===== src/design/ilut_pkg.sv =====
// Shared types, codes and constants for the interpolating lookup table.
// No dependencies.
`timescale 1ns / 1ps

package ilut_pkg;

  localparam int VW = 32;
  localparam int DW = 10;
  localparam int TABLE_DEPTH_DEF = 1024;

  localparam logic [1:0] CMD_LOOKUP  = 2'd0;
  localparam logic [1:0] CMD_WRITE   = 2'd1;
  localparam logic [1:0] CMD_READ    = 2'd2;
  localparam logic [1:0] CMD_RESCALE = 2'd3;

  localparam logic [1:0] STAT_OK    = 2'd0;
  localparam logic [1:0] STAT_RANGE = 2'd1;
  localparam logic [1:0] STAT_ZERO  = 2'd2;

  localparam logic [2:0] REG_X_MIN     = 3'd0;
  localparam logic [2:0] REG_X_MAX     = 3'd1;
  localparam logic [2:0] REG_INV_STEP  = 3'd2;
  localparam logic [2:0] REG_DIVISIONS = 3'd3;
  localparam logic [2:0] REG_MODE      = 3'd4;

  localparam logic signed [VW-1:0] SCALE_ONE = 32'sd65536;

  typedef struct packed {
    logic signed [VW-1:0] x_min;
    logic signed [VW-1:0] x_max;
    logic [31:0]          inv_step;
    logic [DW-1:0]        divisions;
    logic                 lookup_mode;
  } cfg_t;

  typedef enum logic [4:0] {
    S_IDLE, S_DISPATCH, S_LK_DIFF, S_LK_MUL, S_LK_ADDR, S_LK_LO, S_LK_HI, S_LK_SUM,
    S_WR, S_RD_ISSUE, S_RD_CAP, S_RS_CHECK, S_RS_ISSUE, S_RS_MUL, S_RS_START,
    S_RS_WAIT, S_RS_WRITE, S_FINISH
  } state_t;

  typedef enum logic [4:0] {
    DP_NONE, DP_LOAD, DP_LK_DIFF, DP_LK_MUL, DP_LK_ADDR, DP_LK_LO, DP_LK_HI, DP_LK_SUM,
    DP_WR, DP_RD_ISSUE, DP_RD_CAP, DP_RS_CHECK, DP_RS_ISSUE, DP_RS_MUL, DP_RS_START,
    DP_RS_WRITE, DP_OUT
  } step_t;

  typedef struct packed {
    logic [1:0] cmd;
    logic       direct;
    logic       data_zero;
    logic       last;
    logic       div_done;
  } dp_status_t;

endpackage


===== src/design/ilut_ctrl.sv =====
// Sequencing state machine and result-valid flag.
// Depends on ilut_pkg.
`timescale 1ns / 1ps

module ilut_ctrl (
  input  logic                 clk,
  input  logic                 rst,
  input  logic                 in_valid,
  output logic                 in_ready,
  output logic                 out_valid,
  input  logic                 out_ready,
  output ilut_pkg::step_t      step,
  input  ilut_pkg::dp_status_t stat
);

  ilut_pkg::state_t state, state_next;
  logic slot_free;

  assign slot_free = !out_valid || out_ready;

  always_ff @(posedge clk) begin
    if (rst) begin
      state <= ilut_pkg::S_IDLE;
    end else begin
      state <= state_next;
    end
  end

  always_comb begin
    state_next = state;
    unique case (state)
      ilut_pkg::S_IDLE:     if (in_valid) state_next = ilut_pkg::S_DISPATCH;
      ilut_pkg::S_DISPATCH: begin
        unique case (stat.cmd)
          ilut_pkg::CMD_LOOKUP: state_next = ilut_pkg::S_LK_DIFF;
          ilut_pkg::CMD_WRITE:  state_next = ilut_pkg::S_WR;
          ilut_pkg::CMD_READ:   state_next = ilut_pkg::S_RD_ISSUE;
          default:              state_next = ilut_pkg::S_RS_CHECK;
        endcase
      end
      ilut_pkg::S_LK_DIFF:  state_next = ilut_pkg::S_LK_MUL;
      ilut_pkg::S_LK_MUL:   state_next = ilut_pkg::S_LK_ADDR;
      ilut_pkg::S_LK_ADDR:  state_next = ilut_pkg::S_LK_LO;
      ilut_pkg::S_LK_LO:    state_next = stat.direct ? ilut_pkg::S_FINISH : ilut_pkg::S_LK_HI;
      ilut_pkg::S_LK_HI:    state_next = ilut_pkg::S_LK_SUM;
      ilut_pkg::S_LK_SUM:   state_next = ilut_pkg::S_FINISH;
      ilut_pkg::S_WR:       state_next = ilut_pkg::S_FINISH;
      ilut_pkg::S_RD_ISSUE: state_next = ilut_pkg::S_RD_CAP;
      ilut_pkg::S_RD_CAP:   state_next = ilut_pkg::S_FINISH;
      ilut_pkg::S_RS_CHECK:
        state_next = stat.data_zero ? ilut_pkg::S_FINISH : ilut_pkg::S_RS_ISSUE;
      ilut_pkg::S_RS_ISSUE: state_next = ilut_pkg::S_RS_MUL;
      ilut_pkg::S_RS_MUL:   state_next = ilut_pkg::S_RS_START;
      ilut_pkg::S_RS_START: state_next = ilut_pkg::S_RS_WAIT;
      ilut_pkg::S_RS_WAIT:  if (stat.div_done) state_next = ilut_pkg::S_RS_WRITE;
      ilut_pkg::S_RS_WRITE:
        state_next = stat.last ? ilut_pkg::S_FINISH : ilut_pkg::S_RS_ISSUE;
      ilut_pkg::S_FINISH:   if (slot_free) state_next = ilut_pkg::S_IDLE;
      default:              state_next = ilut_pkg::S_IDLE;
    endcase
  end

  always_comb begin
    in_ready = 1'b0;
    step     = ilut_pkg::DP_NONE;
    unique case (state)
      ilut_pkg::S_IDLE: begin
        in_ready = 1'b1;
        if (in_valid) step = ilut_pkg::DP_LOAD;
      end
      ilut_pkg::S_LK_DIFF:  step = ilut_pkg::DP_LK_DIFF;
      ilut_pkg::S_LK_MUL:   step = ilut_pkg::DP_LK_MUL;
      ilut_pkg::S_LK_ADDR:  step = ilut_pkg::DP_LK_ADDR;
      ilut_pkg::S_LK_LO:    step = ilut_pkg::DP_LK_LO;
      ilut_pkg::S_LK_HI:    step = ilut_pkg::DP_LK_HI;
      ilut_pkg::S_LK_SUM:   step = ilut_pkg::DP_LK_SUM;
      ilut_pkg::S_WR:       step = ilut_pkg::DP_WR;
      ilut_pkg::S_RD_ISSUE: step = ilut_pkg::DP_RD_ISSUE;
      ilut_pkg::S_RD_CAP:   step = ilut_pkg::DP_RD_CAP;
      ilut_pkg::S_RS_CHECK: step = ilut_pkg::DP_RS_CHECK;
      ilut_pkg::S_RS_ISSUE: step = ilut_pkg::DP_RS_ISSUE;
      ilut_pkg::S_RS_MUL:   step = ilut_pkg::DP_RS_MUL;
      ilut_pkg::S_RS_START: step = ilut_pkg::DP_RS_START;
      ilut_pkg::S_RS_WRITE: step = ilut_pkg::DP_RS_WRITE;
      ilut_pkg::S_FINISH:   if (slot_free) step = ilut_pkg::DP_OUT;
      default:              step = ilut_pkg::DP_NONE;
    endcase
  end

  always_ff @(posedge clk) begin
    if (rst) begin
      out_valid <= 1'b0;
    end else if (step == ilut_pkg::DP_OUT) begin
      out_valid <= 1'b1;
    end else if (out_ready) begin
      out_valid <= 1'b0;
    end
  end

  a_accept_leaves_idle: assert property (@(posedge clk) disable iff (rst)
    (in_valid && in_ready) |=> (state == ilut_pkg::S_DISPATCH))
    else $error("request accepted but controller did not start");

  a_finish_shows_result: assert property (@(posedge clk) disable iff (rst)
    (state == ilut_pkg::S_FINISH && slot_free) |=> out_valid)
    else $error("result not presented after finish");

  a_div_done_writes: assert property (@(posedge clk) disable iff (rst)
    (state == ilut_pkg::S_RS_WAIT && stat.div_done) |=> (state == ilut_pkg::S_RS_WRITE))
    else $error("divider result not written back");

endmodule


===== config.mk =====
export PLATFORM = sky130hd
export DESIGN_NAME = ilut_ctrl
export DESIGN_NICKNAME = d
export VERILOG_FILES = /design/src/design/ilut_pkg.sv /design/src/design/ilut_ctrl.sv
export SDC_FILE = /design/constraint.sdc
export NUM_CORES = 1
export LEC_CHECK = 0
export BUFFER_PORTS_ARGS = -buffer_cell sky130_fd_sc_hd__buf_2
export CAP_MARGIN = 20
export CORE_ASPECT_RATIO = 1.4
export CORE_MARGIN = 1
export CORE_UTILIZATION = 30
export DETAILED_ROUTE_END_ITERATION = 12
export SLEW_MARGIN = 40
export SYNTH_ARGS = -nofsm -noshare
export SYNTH_HDL_FRONTEND = slang
export SYNTH_SLANG_ARGS = --single-unit

===== constraint.sdc =====
create_clock -name clk -period 1.8 [get_ports clk]
set_input_delay 0.18 -clock clk [delete_from_list [all_inputs] [get_ports clk]]
set_output_delay 0.18 -clock clk [all_outputs]
set_load 0.005 [all_outputs]

==> results.json <==
{
  "outcome": "complete, no violations",
  "path_clk_slew_ns": 0.05,
  "cts_made_buffers": 3,
  "fin_skew_ns": 0.00330,
  "critical_path.startpoint": "state[2]",
  "crit_path_cell_trace": "or4_4 -> o21ai_0 -> buf_2",
  "setup_tns_ns": 0,
  "synth-main-ff-cell": "dfxtp_1",
  "syn_nets": 107,
  "hold_path_class": "primary input to flop",
  "crit_arrival_ns": 1.52,
  "ctsRootBufferMaster": "clkbuf_4",
  "synth_top_area_share_pct": 18.3,
  "logic_gate_share_of_total_power_pct": 69.3,
  "cap_violations": 0,
  "setup_viol": 0,
  "nNetsFinal": 131,
  "antenna_violating_nets_left": 0,
  "route.vias.total": 788,
  "die_height_um": 57.4,
  "core_area_mm2": 0.00202,
  "synth-seq-cells": 6,
  "postSynth.asyncResetShare_pct": 0,
  "drive_above_1_share_pct": 30.2,
  "power.switching_fraction_pct": 45.2,
  "final_max_slew_viol_count": 0,
  "worst_pin_slew_ns": 0.413,
  "critical-path-max-stage-delay_ns": 0.56,
  "clockPowerShare_pct": 11.4,
  "net-switching-power_mw": 0.490,
  "cts_buffer_depth": 2,
  "grt_setup_unrepaired": "false",
  "power_per_cell_area_mw_per_mm2": 1310,
  "start_kind": "flop",
  "tritoncts_clock_tree": "yes",
  "dp_hpwl_um": 1450,
  "layout.cells.most_common_list": "16 x buf_2, 10 x buf_4, 9 x nor2_1, 9 x nand2_1, 6 x inv_1",
  "globalRoute.busiestLayer": "met2",
  "met2_usage_pct": 29.9,
  "num_antenna_cells": 0,
  "num_rows": 19,
  "detail_route.iter0.violations": 20,
  "drt_wl_total_um": 1880,
  "number_of_global_route_vias_before_repair": 741,
  "seq_power_share_pct": 19.3,
  "power.internal_mw": 0.593,
  "initial_utilization_pct": 32.5,
  "tritoncts_num_sinks": 6,
  "clock_tree.htree_level_count": 1,
  "syn_warnings": 0,
  "final_period_minus_worst_setup_slack_ns": 1.70,
  "antenna_found_initial": 0,
  "postCtsSetupBuffers": 0,
  "max-vdd-ir-drop_mv": 0.456,
  "yosysTopAreaCell": "dfxtp_1",
  "syn_area_um2": 657,
  "crit_fanout": 4,
  "synth_to_final_area_change_pct": 26.1,
  "timing.final.hold_violations": 0,
  "avgRoutedWirePerCell_um": 13.8,
  "post_synth_main_area_contributors": "dfxtp_1 18%, ha_1 5.7%, nand2_1 5.1%, nor2_1 5.1%, nand2b_1 4.8%",
  "timing.final.crit_share_pct": 94.6,
  "remaining_max_slew_budget_at_the_tightest_pin_pct": 72.3,
  "syn_avg_cell_area_um2": 6.99,
  "gr-usage-met1_pct": 18.1,
  "yosysUniqueCellTypes": 36,
  "grt_overflow_total": 0,
  "hold_buffers": 0,
  "r2r-start": "state[2]",
  "timing.hold.worst.start": "rst",
  "critical-path-top-delay-family": "simple AND/OR/NAND/NOR gates",
  "drt_drc_violations_left": 0,
  "crit_path_top_delay_cell": "or4_4",
  "synth-edff-count": 0,
  "synth-seq-area-share_pct": 18.3,
  "place.gp.congestion": 0.853,
  "report.power.total_mw": 1.08,
  "gr-usage-met3_pct": 2.85,
  "grt_util_all_layers_pct": 16.2,
  "timing.critical_path.buf_inv": 1,
  "critPathCaptureType": "primary output",
  "largest_net_degree_at_the_start_of_global_routing": 15,
  "critical_path_class": "flop to primary output",
  "clock_insertion_delay_at_the_later_pin_of_the_skew_report_ns": 0.24,
  "power.leakage_nw": 0.380,
  "grt_first_pass_wirelength_um": 3070,
  "most_common_cell_after_layout_fill_and_taps_aside": "buf_2",
  "port_buffers": 16,
  "die_ar_mm2": 0.00238,
  "die_width_um": 41.5,
  "max_freq_mhz": 587,
  "drt_pre_antenna_iters": 4,
  "critical_path_required_ns": 1.62,
  "drt-vias-per-instance": 5.75,
  "post_syn_instances": 94,
  "top_level_ports": 17
}
## cell families after synthesis
logic type               share of synthesized area, %
AO/OA/AOI/OAI                                    24.2
adder cells (fa/ha/maj)                          5.71
buffers and inverters                            8.57
flip-flops                                       18.3
multiplexers                                     3.24
AND/OR/NAND/NOR                                  40.0
## path summary, 6_finish.rpt
path / end / slack (ns) / depth (start not counted)
min reg2reg: out_valid / 0.52 / 2
min: out_valid / 0.18 / 2
max: step[0] / 0.1 / 3
max reg2reg: state[4] / 0.17 / 4
## flip-flops by register name, indices dropped and copies added, names as in the netlist
signal and cells:
state 5, out_valid 1
## metal layers
layer / vias to the layer above / part of all wire [%]
li1: 393 / -
met1: 370 / 42
met2: 21 / 53
met3: 4 / 3.2
met4: 0 / 1.9
met5: - / 0
## per-stage QoR
stage / utilization, % / hold WS [ns] / area [µm²] / std cells / setup WS (ns)
6_report: 41.0 / 0.176 / 828 / 137 / 0.0976
3_3_place_gp: 39.8 / 0.430 / 805 / 134 / 0.238
2_1_floorplan: - / 0.249 / 657 / 94 / 0.191
5_1_grt: 41.0 / 0.167 / 828 / 137 / 0.00906
3_5_place_dp: 39.8 / 0.424 / 805 / 134 / 0.198
4_1_cts: 40.9 / 0.173 / 827 / 137 / 0.0641
## layout make-up
cell class | instances | area (µm²)
Clock buffer | 3 | 22.5
Fill cell | 212 | 1190
Inverter | 6 | 22.5
Multi-Input combinational cell | 75 | 480
Sequential cell | 6 | 121
Tap cell | 21 | 26.3
Timing Repair Buffer | 26 | 155
## cells in the mapped netlist, types with 2 or more instances
library cell,count
nand2b_1,5
a31oi_1,2
nand3_1,3
nand2_1,9
inv_1,6
nor4_1,3
nor2_1,9
a21oi_1,5
o21ai_0,5
nor3_1,5
clkbuf_1,6
nand4_1,2
nor2b_1,2
ha_1,3
o31ai_1,2
nand4b_1,2
dfxtp_1,6
## timing repair
action / CTS / global route
gates resized for setup: 0 / 1
endpoints found under the hold margin: 0 / 0
setup endpoints to repair: 0 / 3
## worst register-to-register path, delay by kind of cell (launching register included)
kind               cells  cell delay, ns
AOI/OAI and AO/OA      1            0.11
DFF                    1            0.30
muxes                  1            0.21
and+or+nand+nor        2            0.94
## power by group through the flow
stage               Sequential [mW]  Clock [mW]  Combinational [mW]
floorplan                     0.194           0               0.503
global placement              0.206           0               0.745
detailed placement            0.208           0               0.742
CTS                           0.206       0.128               0.745
global route                  0.212       0.136               0.828
finish                        0.209       0.124               0.751
No activity file was read; power rests on OpenSTA's default activity.
